File: config.mk
export PLATFORM = sky130hd
export DESIGN_NAME = bbc_back
export DESIGN_NICKNAME = d
export VERILOG_FILES = /design/src/rtl/core/bbc_pkg.sv /design/src/rtl/core/bbc_back.sv
export SDC_FILE = /design/constraint.sdc
export NUM_CORES = 1
export LEC_CHECK = 0
export ABC_AREA = 1
export BUFFER_PORTS_ARGS = -buffer_cell sky130_fd_sc_hd__buf_2
export CAP_MARGIN = 10
export CORE_MARGIN = 2
export CORE_UTILIZATION = 32
export CTS_BUF_LIST = sky130_fd_sc_hd__clkbuf_16
export DETAILED_ROUTE_END_ITERATION = 6
export PLACE_DENSITY = 0.46
export SYNTH_ARGS = -nofsm -noshare
export SYNTH_HDL_FRONTEND = slang
export SYNTH_SLANG_ARGS = --single-unit
File: constraint.sdc
create_clock -name clk -period 3.35 [get_ports clk]
set_clock_uncertainty 0.15 [all_clocks]
set_input_delay 0 -clock clk [delete_from_list [all_inputs] [get_ports clk]]
set_output_delay 0 -clock clk [all_outputs]
set_load 0.05 [all_outputs]
File: src/rtl/core/bbc_pkg.sv
package bbc_pkg;

  localparam logic [7:0] CH_OPEN_PAREN   = 8'h28;
  localparam logic [7:0] CH_OPEN_SQUARE  = 8'h5B;
  localparam logic [7:0] CH_OPEN_CURLY   = 8'h7B;
  localparam logic [7:0] CH_OPEN_ANGLE   = 8'h3C;
  localparam logic [7:0] CH_CLOSE_PAREN  = 8'h29;
  localparam logic [7:0] CH_CLOSE_SQUARE = 8'h5D;
  localparam logic [7:0] CH_CLOSE_CURLY  = 8'h7D;
  localparam logic [7:0] CH_CLOSE_ANGLE  = 8'h3E;

  localparam logic [1:0] KIND_PAREN  = 2'd0;
  localparam logic [1:0] KIND_SQUARE = 2'd1;
  localparam logic [1:0] KIND_CURLY  = 2'd2;
  localparam logic [1:0] KIND_ANGLE  = 2'd3;

  localparam logic [1:0] VERDICT_BALANCED = 2'd0;
  localparam logic [1:0] VERDICT_MISMATCH = 2'd1;
  localparam logic [1:0] VERDICT_UNCLOSED = 2'd2;
  localparam logic [1:0] VERDICT_OVERFLOW = 2'd3;

  localparam int QUEUE_DEPTH = 2;
  localparam int QUEUE_AW    = 1;

  typedef struct packed {
    logic       open;
    logic       close;
    logic [1:0] kind;
    logic       last;
  } op_t;

endpackage

File: src/rtl/core/bbc_back.sv
module bbc_back #(
  parameter int STACK_DEPTH = 128
) (
  input  logic         clk,
  input  logic         rst,
  input  bbc_pkg::op_t op,
  input  logic         op_valid,
  output logic         op_take,
  output logic [1:0]   verdict,
  output logic         empty,
  input  logic         pop
);

  localparam int DW = $clog2(STACK_DEPTH + 1);
  localparam int AW = $clog2(STACK_DEPTH);

  logic [1:0]    mem [STACK_DEPTH];
  logic [DW-1:0] depth;
  logic [DW-1:0] depth_next;
  logic [1:0]    err;
  logic [1:0]    err_next;
  logic [1:0]    top;
  logic [1:0]    rd_data;
  logic          use_rd;
  logic [1:0]    cur_top;
  logic          do_push;
  logic          do_pop;
  logic [DW-1:0] wr_idx;
  logic [DW-1:0] rd_idx;
  logic [1:0]    verdict_calc;
  logic          out_valid;
  logic          done;

  assign op_take = op_valid && (!out_valid || pop);
  assign done    = op_take && op.last;
  assign cur_top = use_rd ? rd_data : top;
  assign wr_idx  = depth - DW'(1);
  assign rd_idx  = depth - DW'(2);
  assign empty   = !out_valid;

  always_comb begin
    do_push    = 1'b0;
    do_pop     = 1'b0;
    err_next   = err;
    depth_next = depth;
    if (op_take && err == bbc_pkg::VERDICT_BALANCED) begin
      if (op.open) begin
        if (depth == DW'(STACK_DEPTH)) begin
          err_next = bbc_pkg::VERDICT_OVERFLOW;
        end else begin
          do_push    = 1'b1;
          depth_next = depth + DW'(1);
        end
      end else if (op.close) begin
        if (depth == '0 || cur_top != op.kind) begin
          err_next = bbc_pkg::VERDICT_MISMATCH;
        end else begin
          do_pop     = 1'b1;
          depth_next = depth - DW'(1);
        end
      end
    end
    if (err_next != bbc_pkg::VERDICT_BALANCED) begin
      verdict_calc = err_next;
    end else if (depth_next != '0) begin
      verdict_calc = bbc_pkg::VERDICT_UNCLOSED;
    end else begin
      verdict_calc = bbc_pkg::VERDICT_BALANCED;
    end
  end

  // entries below the top live in memory, the top in a register
  always_ff @(posedge clk) begin
    if (do_push && depth != '0) begin
      mem[wr_idx[AW-1:0]] <= cur_top;
    end
    if (do_pop) begin
      rd_data <= mem[rd_idx[AW-1:0]];
    end
  end

  always_ff @(posedge clk) begin
    if (do_push) begin
      top <= op.kind;
    end else if (!do_pop) begin
      top <= cur_top;
    end
    if (done) begin
      verdict <= verdict_calc;
    end
  end

  always_ff @(posedge clk) begin
    if (rst) begin
      depth     <= '0;
      err       <= bbc_pkg::VERDICT_BALANCED;
      use_rd    <= 1'b0;
      out_valid <= 1'b0;
    end else begin
      use_rd <= do_pop;
      if (done) begin
        depth <= '0;
        err   <= bbc_pkg::VERDICT_BALANCED;
      end else begin
        depth <= depth_next;
        err   <= err_next;
      end
      if (done) begin
        out_valid <= 1'b1;
      end else if (pop) begin
        out_valid <= 1'b0;
      end
    end
  end

  a_depth_bound: assert property (@(posedge clk) disable iff (rst)
    depth <= DW'(STACK_DEPTH))
    else $error("stack depth beyond capacity");

  a_clear_after_last: assert property (@(posedge clk) disable iff (rst)
    done |=> (depth == '0) && (err == bbc_pkg::VERDICT_BALANCED) && out_valid)
    else $error("state not cleared or no word after last character");

  a_pop_refill: assert property (@(posedge clk) disable iff (rst)
    do_pop |=> use_rd)
    else $error("top not refilled from memory after pop");

endmodule

# == Word level (Yosys, flattened, before mapping) ==
# Memory sizes are Yosys's and may differ from the RTL's. A register that Yosys moved wholly into a read port is not among the register bits.
# Cells that the tools add are included.
# op_classes
n_addsub,3
eq_ne,3
muxes,26
reduce_logical,14
# ops
cell,n
$mux 8,5
$mux 2,10
$reduce_bool 8->1,2
$mux 1,11
$add 8x1->8 const B,1
$eq 8x8->1 const B,1
$logic_not 8->1,1
$sub 8x1->8 const B,1
$sub 7x2->7 const B,1
$logic_and 1x1->1,4
$reduce_bool 2->1,2
$logic_not 2->1,1
$logic_or 1x1->1,2
$ne 2x2->1,1
$ne 2x2->1 const B,1
$reduce_or 2->1,1
$logic_not 1->1,1
# totals
regBits,16
mem_bits_rw,256
in_bits,9
out_inout_bits,4
wordCells,53
memories,1
# mem_list
name,words,word_bits,rd,rd_clocked_by_memory_dff,write_ports,line,rtl
mem,128,2,1,1,1,bbc_back.sv:17,logic [1:0] mem [STACK_DEPTH];

# == Longest topological paths before layout ==
# Gate-level depths: netlist of the first run.
# depth
depth_word,10
mapped_depth,18
ltp_nobuf,16

# == Least setup slack after synthesis of the first run ==
# No wires, ideal clock.
# synth_timing
path_type,register to register
from,register use_rd
to,"memory mem[0][1], data pin"
setup_time_ns,0.515
t_arrival_ns,2.013
required_ns,2.685
slack_ns,0.672
stages_incl_launch_ff,4
n_path_buf,0
synth_period_minus_slack_ns,2.678
path_cell_list,dfxtp_1 > inv_2 > nand2_1 > nand2_1
# synth_via
elab_chain_len,1
# synth_lines
element,line,rtl
start: declaration,bbc_back.sv:24,logic use_rd;
start signal: assignment,bbc_back.sv:100,use_rd <= do_pop;
$mux 2,bbc_back.sv:36,assign cur_top = use_rd ? rd_data : top;
via cur_top[1],bbc_back.sv:25,logic [1:0] cur_top;
end: declaration,bbc_back.sv:17,
# The timed path passes the listed nets, and every way through them passes these cells.

# == Final worst setup path of the first run ==
# layout_timing
from,register depth[0]
to,memory mem[49][0] (enable)
# layout_via
elab_chain_len,7
elab_cells_between_ends,9
classes_between,add/sub: 1; eq/ne: 1; mux: 5; reduce/logical: 2
# layout_lines
element,line,rtl
start: declaration,bbc_back.sv:18,logic [DW-1:0] depth;
start signal: assignment,bbc_back.sv:105,depth <= depth_next;
$eq 8x8->1,bbc_back.sv:48,if (depth == DW'(STACK_DEPTH)) begin
$mux 1,bbc_back.sv:48,
$mux 1,bbc_back.sv:47,if (op.open) begin
$mux 1,bbc_back.sv:46,if (op_take && err == bbc_pkg::VERDICT_BALANCED) begin
$logic_and 1x1->1,bbc_back.sv:74,if (do_push && depth != '0) begin
$mux 1,bbc_back.sv:74,
$mux 1 (implied by the code),bbc_back.sv:75,mem[wr_idx[AW-1:0]] <= cur_top;
# Parallel ways exist; a longest one is shown, timed or not.

==> results.txt, run 1 <==
Most frequent cells in the layout: nor2_1, edfxtp_1, nand2_1
Initial antenna violation count: 0
Leading cell type in the layout, fill and taps excluded: nor2_1
Final WL: 33,500 um
Slowest cell delay on critical path: 0.43 ns
Initial Utilization: 32.3%
Post-Synth Adder-Cell Area: 0.604%
TritonCTS clock tree: yes
Num CTS Buffers: 31
Clock buffer depth: 3
Max-cap violations: 0
Top-Level Pins: 13
FF-to-FF setup slack: 0.61 ns
Slew Limit Fails: 0
Layout Nets: 1,212
Via count: 8,666
CP Class: reg2reg
DR iter-0 viols: 620
Final total power: 8.45 mW
Worst hold slack: 0.343 ns
H-tree depth: 1
Main combinational cell family by area after synthesis: simple AND/OR/NAND/NOR gates
Total Die Area: 40,400 sq um
Clk root buf: clkbuf_16
Layout Area Growth over Synthesis: 12.9%
Sequence of cells on the critical path: buf_12, nand2_4, nand3_1, nand2_1, nand2_1, inv_1, nor2_1, nand2_1, nor2_1
Vias/cell: 4.99
Fin cells: 1,735
Worst-Skew Late Latency: 0.57 ns
Mapped cell area: 12,400 sq um
First-pass GRT wire length: 51,900 um
Clock sink count: 274
Max-slew headroom: 42.4%
CP bufs+invs: 2
Global route overflow: 0
Critical Path RT: 3.45 ns
Outcome: completed
Diodes inserted: 0
FF+latch count, synth: 274
Ys Warns: 0
Average routed wire per standard cell: 19.3 um
Post-Synthesis Cells: 1,187
Die X: 201 um
Cts repair resizes: 0
Most used cell, CP: nand2_1
Crit. Startpoint: depth[0]
Crit. End Element: flip-flop
# Post-CTS Setup Buffers: 0
RSZ-0062 raised after global routing: false
Drt pass-1 iters: 7
Mux share of post-synthesis cell area: 0%
PortBufs: 12
Worst setup SP type: flip-flop
Core ar.: 38,500 sq um
DRC Markers: 0
Static Leak: 4.94 nW
Syn_nets: 1,202
Max FO, Critical Path: 133
Final Hold Viols: 0
All-layer global routing usage: 16.7%
Total negative setup slack: 0 ns
Final ANT Viol Nets: 0
CP max stage cell: buf_12
Post-synthesis xor/xnor area fraction: 0.624%
CP delay by family, top: simple AND/OR/NAND/NOR gates
Post-Synth Simple-Gate Area: 19.6%
Unique masters post-synth: 38
Final setup viols: 0
Slew @ Worst Pin: 0.865 ns
Period utilisation layout: 81.9%
Fraction of layout cells with a size suffix above 1: 10.2%
PwrDens: 603 nW/um^2
Synthesized-area fraction occupied by ao, oa, aoi and oai cells: 9.57%
Worst Setup EP: mem[49][0]
Floorplan row count: 72
Worst path arrival time: 2.85 ns
Worst R2R Start: depth[0]
Avg Cell Area, Syn: 10.5 sq um
Register area share after synthesis: 65.2%
Inst Count DP: 1,667
Worst slack, placed: 0.581 ns
Clk slew on worst S/H paths: 0.06 ns
Hold crit path type: in2reg
Largest net degree at the start of global routing: 134
Die Height: 201 um
Crit path depth: 9
R2R depth: 9
Final GP Congestion: 0.802
Max Freq: 0.365 GHz
Hold Crit Start: op[4]
HPWL reported at the end of detailed placement: 18,400 um
Vias in the first global route: 9,002
Final critical-path required period: 2.74 ns
VDD IR max: 0.319 mV
Worst R2R End: mem[49][0]
Final worst slack: 0.607 ns
==> how the worst min path moves through the flow <==
stage | to | depth (start not counted) | slack, ns
2_1_floorplan | use_rd | 1 | -0.08
3_3_place_gp | use_rd | 2 | 0.04
3_5_place_dp | use_rd | 2 | 0.04
4_1_cts | depth[1] | 5 | 0.32
5_1_grt | depth[1] | 5 | 0.38
6_report | depth[1] | 5 | 0.34
==> cell usage after synthesis <==
master | instances | area share [%]
nand2_4 | 7 | 0.63
inv_1 | 38 | 1.1
buf_4 | 6 | 0.36
clkbuf_1 | 26 | 0.79
o21ai_2 | 1 | 0.070
nand4_4 | 1 | 0.17
or2_0 | 1 | 0.050
o22ai_1 | 65 | 3.3
a21boi_1 | 1 | 0.060
dfxtp_1 | 12 | 1.9
ha_1 | 6 | 0.60
nand3_2 | 1 | 0.081
nand2_2 | 14 | 0.70
nand2_1 | 166 | 5.0
o21ai_0 | 138 | 5.6
buf_1 | 1 | 0.030
clkinv_2 | 1 | 0.040
xnor2_1 | 1 | 0.070
buf_6 | 7 | 0.63
edfxtp_1 | 262 | 63
a21boi_2 | 1 | 0.091
nand4_2 | 1 | 0.10
o21ai_1 | 5 | 0.20
xor2_2 | 1 | 0.13
nor2_2 | 6 | 0.30
nor3_1 | 1 | 0.040
nor2_1 | 300 | 9.1
buf_2 | 23 | 0.93
inv_2 | 13 | 0.39
o211ai_1 | 4 | 0.24
nand3_1 | 54 | 2.2
nand4_1 | 6 | 0.30
nor4_1 | 1 | 0.050
xor2_1 | 6 | 0.42
nor2_8 | 2 | 0.32
a21oi_1 | 2 | 0.081
nor2_4 | 4 | 0.36
nand3_4 | 2 | 0.28
==> layer usage <==
metal	GRT usage (%)	up-vias	wire length, um
met1	22.6	4283	15600
li1	-	4150	-
met3	2.27	49	1420
met4	4.92	0	778
met5	0	-	0
met2	28.1	184	15700
==> repair_timing <==
action                                  4_1_cts  5_1_grt
endpoints found under the setup margin        0        0
hold buffers                                 15        0
hold endpoints to repair                     21        0
==> registers in the layout, indices dropped and copies added, names as in the netlist <==
name,cells
verdict,2
err,2
rd_data,2
mem,256
top,2
depth,8
use_rd,1
out_valid,1
==> through the flow <==
stage,cell area [sq um],util (%)
2_1_floorplan,12400,-
3_3_place_gp,13000,33.7
3_5_place_dp,13000,33.7
4_1_cts,14000,36.5
5_1_grt,14000,36.5
6_report,14000,36.5
==> worst reg2reg max path: cells and delay by family, from the launching register on <==
family / cells / cell delay (ns)
simple gates: 7 / 1.38
flops: 1 / 0.37
buf+inv: 2 / 0.54
==> cells by family after synthesis <==
group                      Yosys count
and+or+nand+nor                    567
adders and majority gates            6
DFF                                274
xor gates and xnor gates             8
buffers and inverters              115
AOI/OAI and AO/OA                  217
==> power by group <==
group | total (mW) | internal (mW) | switching, mW | leakage [nW]
clock network | 3.06 | 1.74 | 1.33 | 0.475
logic | 1.36 | 0.320 | 1.04 | 1.99
registers | 4.03 | 4.01 | 0.0171 | 2.48
==> final cells by class <==
type	instances	area (sq um)
clock buffer	31	776
clock inverter	22	129
inverter	52	199
sequential	274	8110
multi-input combinational	798	3810
timing repair buffer	40	358
tap	518	648
fill	3881	24400
Power figures use the tool's default switching activity.
==> run 2: changes to the inputs <==
--- a/config.mk
+++ b/config.mk
@@ -5,14 +5,14 @@
 export SDC_FILE = /design/constraint.sdc
 export NUM_CORES = 1
 export LEC_CHECK = 0
-export ABC_AREA = 1
+export ABC_AREA = 0
 export BUFFER_PORTS_ARGS = -buffer_cell sky130_fd_sc_hd__buf_2
 export CAP_MARGIN = 10
 export CORE_MARGIN = 2
 export CORE_UTILIZATION = 32
 export CTS_BUF_LIST = sky130_fd_sc_hd__clkbuf_16
 export DETAILED_ROUTE_END_ITERATION = 6
-export PLACE_DENSITY = 0.46
+export PLACE_DENSITY = 0.48
 export SYNTH_ARGS = -nofsm -noshare
 export SYNTH_HDL_FRONTEND = slang
 export SYNTH_SLANG_ARGS = --single-unit
==> constraint.sdc (replaced) <==
create_clock -name clk -period 2.2 [get_ports clk]
set_clock_uncertainty 0.15 [all_clocks]
set_input_delay 0 -clock clk [delete_from_list [all_inputs] [get_ports clk]]
set_output_delay 0 -clock clk [all_outputs]
set_load 0.05 [all_outputs]
==> results.txt, run 2 <==
Top-Level Pins: 13 (unchanged)
PortBufs: 12 (unchanged)
Post-synth EDFFs: 262 (unchanged)
Max Freq: 0.352 GHz (was 0.365 GHz)
Top cell types by occurrence after synthesis: edfxtp_1, nor2_1, mux4_2 (was nor2_1, edfxtp_1, nand2_1)
Slowest cell delay on critical path: 0.43 ns (about the same)
Initial antenna violation count: 0 (unchanged)
Total Die Area: 38,500 sq um (was 40,400 sq um)
Worst R2R Start: depth[3] (was depth[0])
Fraction of layout cells with a size suffix above 1: 61.2% (was 10.2%)
Via count: 7,024 (was 8,666)
Initial Utilization: 32.4% (was 32.3%)
Max-cap violations: 0 (unchanged)
Slew @ Worst Pin: 0.678 ns (was 0.865 ns)
Max reg flops: 256 (unchanged)
Core ar.: 36,500 sq um (was 38,500 sq um)
Hold crit path type: in2reg (unchanged)
TritonCTS clock tree: yes (unchanged)
H-tree depth: 2 (was 1)
Switch Pwr: 3.34 mW (was 2.39 mW)
Syn_nets: 728 (was 1,202)
Num CTS Buffers: 34 (was 31)
Clock sink count: 274 (unchanged)
Dominant synthesized flop cell: edfxtp_1 (unchanged)
Period utilisation layout: 129% (was 81.9%)
Cell with the most instances after synthesis: edfxtp_1 (was nor2_1)
Clk root buf: clkbuf_16 (unchanged)
Worst hold slack: 0.0326 ns (was 0.343 ns)
Power share of the sequential group: 44.6% (was 47.7%)
Final GP Congestion: 0.806 (was 0.802)
Die Height: 196 um (was 201 um)
Switch share: 25.0% (was 28.2%)
Final setup viols: 267 (was 0)
Leading cell type in the layout, fill and taps excluded: edfxtp_1 (was nor2_1)
VDD IR max: 0.570 mV (was 0.319 mV)
Static Leak: 5.32 nW (was 4.94 nW)
Most used cell, CP: buf_4 (was nand2_1)
Crit. End Element: flip-flop (unchanged)
Critical Path RT: 2.31 ns (was 3.45 ns)
RSZ-0062 raised after global routing: true (was false)
PwrDens: 765 nW/um^2 (was 603 nW/um^2)
Vias/cell: 5.02 (was 4.99)
All-layer global routing usage: 17.4% (was 16.7%)
Worst slack, placed: -0.763 ns (was 0.581 ns)
Slew Limit Fails: 0 (unchanged)
CP bufs+invs: 2 (unchanged)
Area share of the leading cell type in the synthesized netlist: 66.6% (was 63.3%)
Most frequent cells in the layout: edfxtp_1, nor2_4, buf_4 (was nor2_1, edfxtp_1, nand2_1)
CP max stage cell: o41a_1 (was buf_12)
Layout Area Growth over Synthesis: 48.1% (was 12.9%)
Final Hold Viols: 0 (unchanged)
FF-to-FF setup slack: -0.64 ns (was 0.61 ns)
Unique masters post-synth: 57 (was 38)
Post-Synthesis Cells: 713 (was 1,187)
Worst path arrival time: 2.95 ns (was 2.85 ns)
Diodes inserted: 0 (unchanged)
DR iter-0 viols: 356 (was 620)
Ys Warns: 0 (unchanged)
Average routed wire per standard cell: 23.0 um (was 19.3 um)
CP Class: reg2reg (unchanged)
Crit. Startpoint: depth[3] (was depth[0])
Util after Layout: 47.9% (was 36.5%)
Clk slew on worst S/H paths: 0.06 ns (about the same)
Avg Cell Area, Syn: 16.6 sq um (was 10.5 sq um)
Largest net degree at the start of global routing: 80 (was 134)
Outcome: finished with violations (was completed)
Max FO, Critical Path: 3 (was 133)
Global route overflow: 0 (unchanged)
Async SR Flop Fraction: 0% (unchanged)
Layout Nets: 923 (was 1,212)
Worst setup SP type: flip-flop (unchanged)
CP delay by family, top: compound AO/OA/AOI/OAI gates (was simple AND/OR/NAND/NOR gates)
Final critical-path required period: 2.84 ns (was 2.74 ns)
Drt pass-1 iters: 4 (was 7)
Mapped cell area: 11,800 sq um (was 12,400 sq um)
Floorplan row count: 70 (was 72)
FF+latch count, synth: 274 (unchanged)
Clock buffer depth: 3 (unchanged)
Yosys top cell by area: edfxtp_1 (unchanged)
Failing checks: setup timing
Final total power: 13.4 mW (was 8.45 mW)
Final worst slack: -0.639 ns (was 0.607 ns)
Clock group share of total power: 39.8% (was 36.2%)
Die X: 196 um (was 201 um)
Max-slew headroom: 54.7% (was 42.4%)
DRC Markers: 0 (unchanged)
Vias in the first global route: 7,693 (was 9,002)
Int Pwr: 10.0 mW (was 6.07 mW)
Register area share after synthesis: 68.6% (was 65.2%)
Final WL: 32,100 um (was 33,500 um)
Hold Crit Start: op_valid (was op[4])
Combinational group share of total power: 15.5% (was 16.1%)
Ranking of synthesized cells by area: edfxtp_1, mux4_2, nor2_1, dfxtp_1, nand2_1 (was edfxtp_1, nor2_1, o21ai_0, nand2_1, o22ai_1)
Fill count: 2,996 (was 3,881)
HPWL reported at the end of detailed placement: 20,400 um (was 18,400 um)
First-pass GRT wire length: 49,000 um (was 51,900 um)
Worst-Skew Late Latency: 0.52 ns (was 0.57 ns)
Final ANT Viol Nets: 0 (unchanged)
Sequence of cells on the critical path: nor4_2, buf_4, nand3b_1, buf_4, o2111ai_4, nor4_1, a311o_2, a221o_2, o41a_1 (was buf_12, nand2_4, nand3_1, nand2_1, nand2_1, inv_1, nor2_1, nand2_1, nor2_1)
-- run 2: cell count changes in the layout (fill, tap and decap cells not counted), sizes merged, moves of 48 or more --
cell	change
nand3	-48
o22ai	-65
mux4	+80
o21ai	-133
buf	+161
nor2	-157
nand2	-148
-- run 2: per-stage QoR --
| step | setup TNS [ns] | cell area [sq um] | instances |
|---|---|---|---|
| 6_report | -117.82 | 17500 | 1400 |
| 5_1_grt | -142.47 | 17500 | 1400 |
| 2_1_floorplan | -174.48 | 13000 | 713 |
| 3_3_place_gp | -107.16 | 14400 | 1271 |
| 3_5_place_dp | -115.37 | 14400 | 1271 |
| 4_1_cts | -83.49 | 17300 | 1392 |
-- run 2: what timing repair did --
item	4_1_cts	5_1_grt
hold buffers	8	0
setup buffers	48	10
endpoints found under the hold margin	11	0
gates resized for setup	246	28
cloned	7	1
pin swaps	99	79
setup endpoints to repair	270	273
-- run 2: metal layers --
metal | vias to the layer above | global-route usage, % | wire length, um
li1 | 3202 | - | -
met1 | 3677 | 23.0 | 14200
met2 | 109 | 30.1 | 16300
met3 | 36 | 2.65 | 1000
met4 | 0 | 4.35 | 590
met5 | - | 0 | 0
-- run 2: cell families (layout without fill, tap and decap cells) --
logic type	count (synthesis)	in the layout	share of synthesized area (%)
simple gates	236	237	8.44
flops	274	274	68.6
compound gates	41	41	2.69
fa+ha+maj	6	6	0.635
buf+inv	48	266	2.04
xor+xnor	18	18	1.40
mux	90	90	16.2
-- run 2: tightest hold or removal path: stages --
cell	delay, ns
buf_2	0.15
and2_1	0.16
and2b_2	0.16
a31oi_1	0.09
nor2_1	0.10
-- run 2: power by group through the flow --
stage	clock network (mW)	registers, mW	logic (mW)
floorplan	0	6.12	0.853
global placement	0	6.08	1.50
detailed placement	0	6.08	1.52
CTS	5.48	5.97	2.04
global route	5.69	5.97	2.20
finish	5.33	5.97	2.08
-- run 2: final timing paths --
path / endpoint / depth (start not counted)
worst max-delay path: verdict[1] / 9
worst min-delay path: err[1] / 5
worst max register to register: verdict[1] / 9
worst min register to register: err[1] / 3
-- run 2: layout make-up --
class                   count  area, sq um  share of cell area [%]
repair buffers            195         2300                    13.1
well taps                 468          586                    3.35
flip-flops and latches    274         8120                    46.4
clock buffers              34          851                    4.86
inverters                  11         52.6                   0.300
clock inverters            26          228                    1.30
multi-input cells         392         5370                    30.7
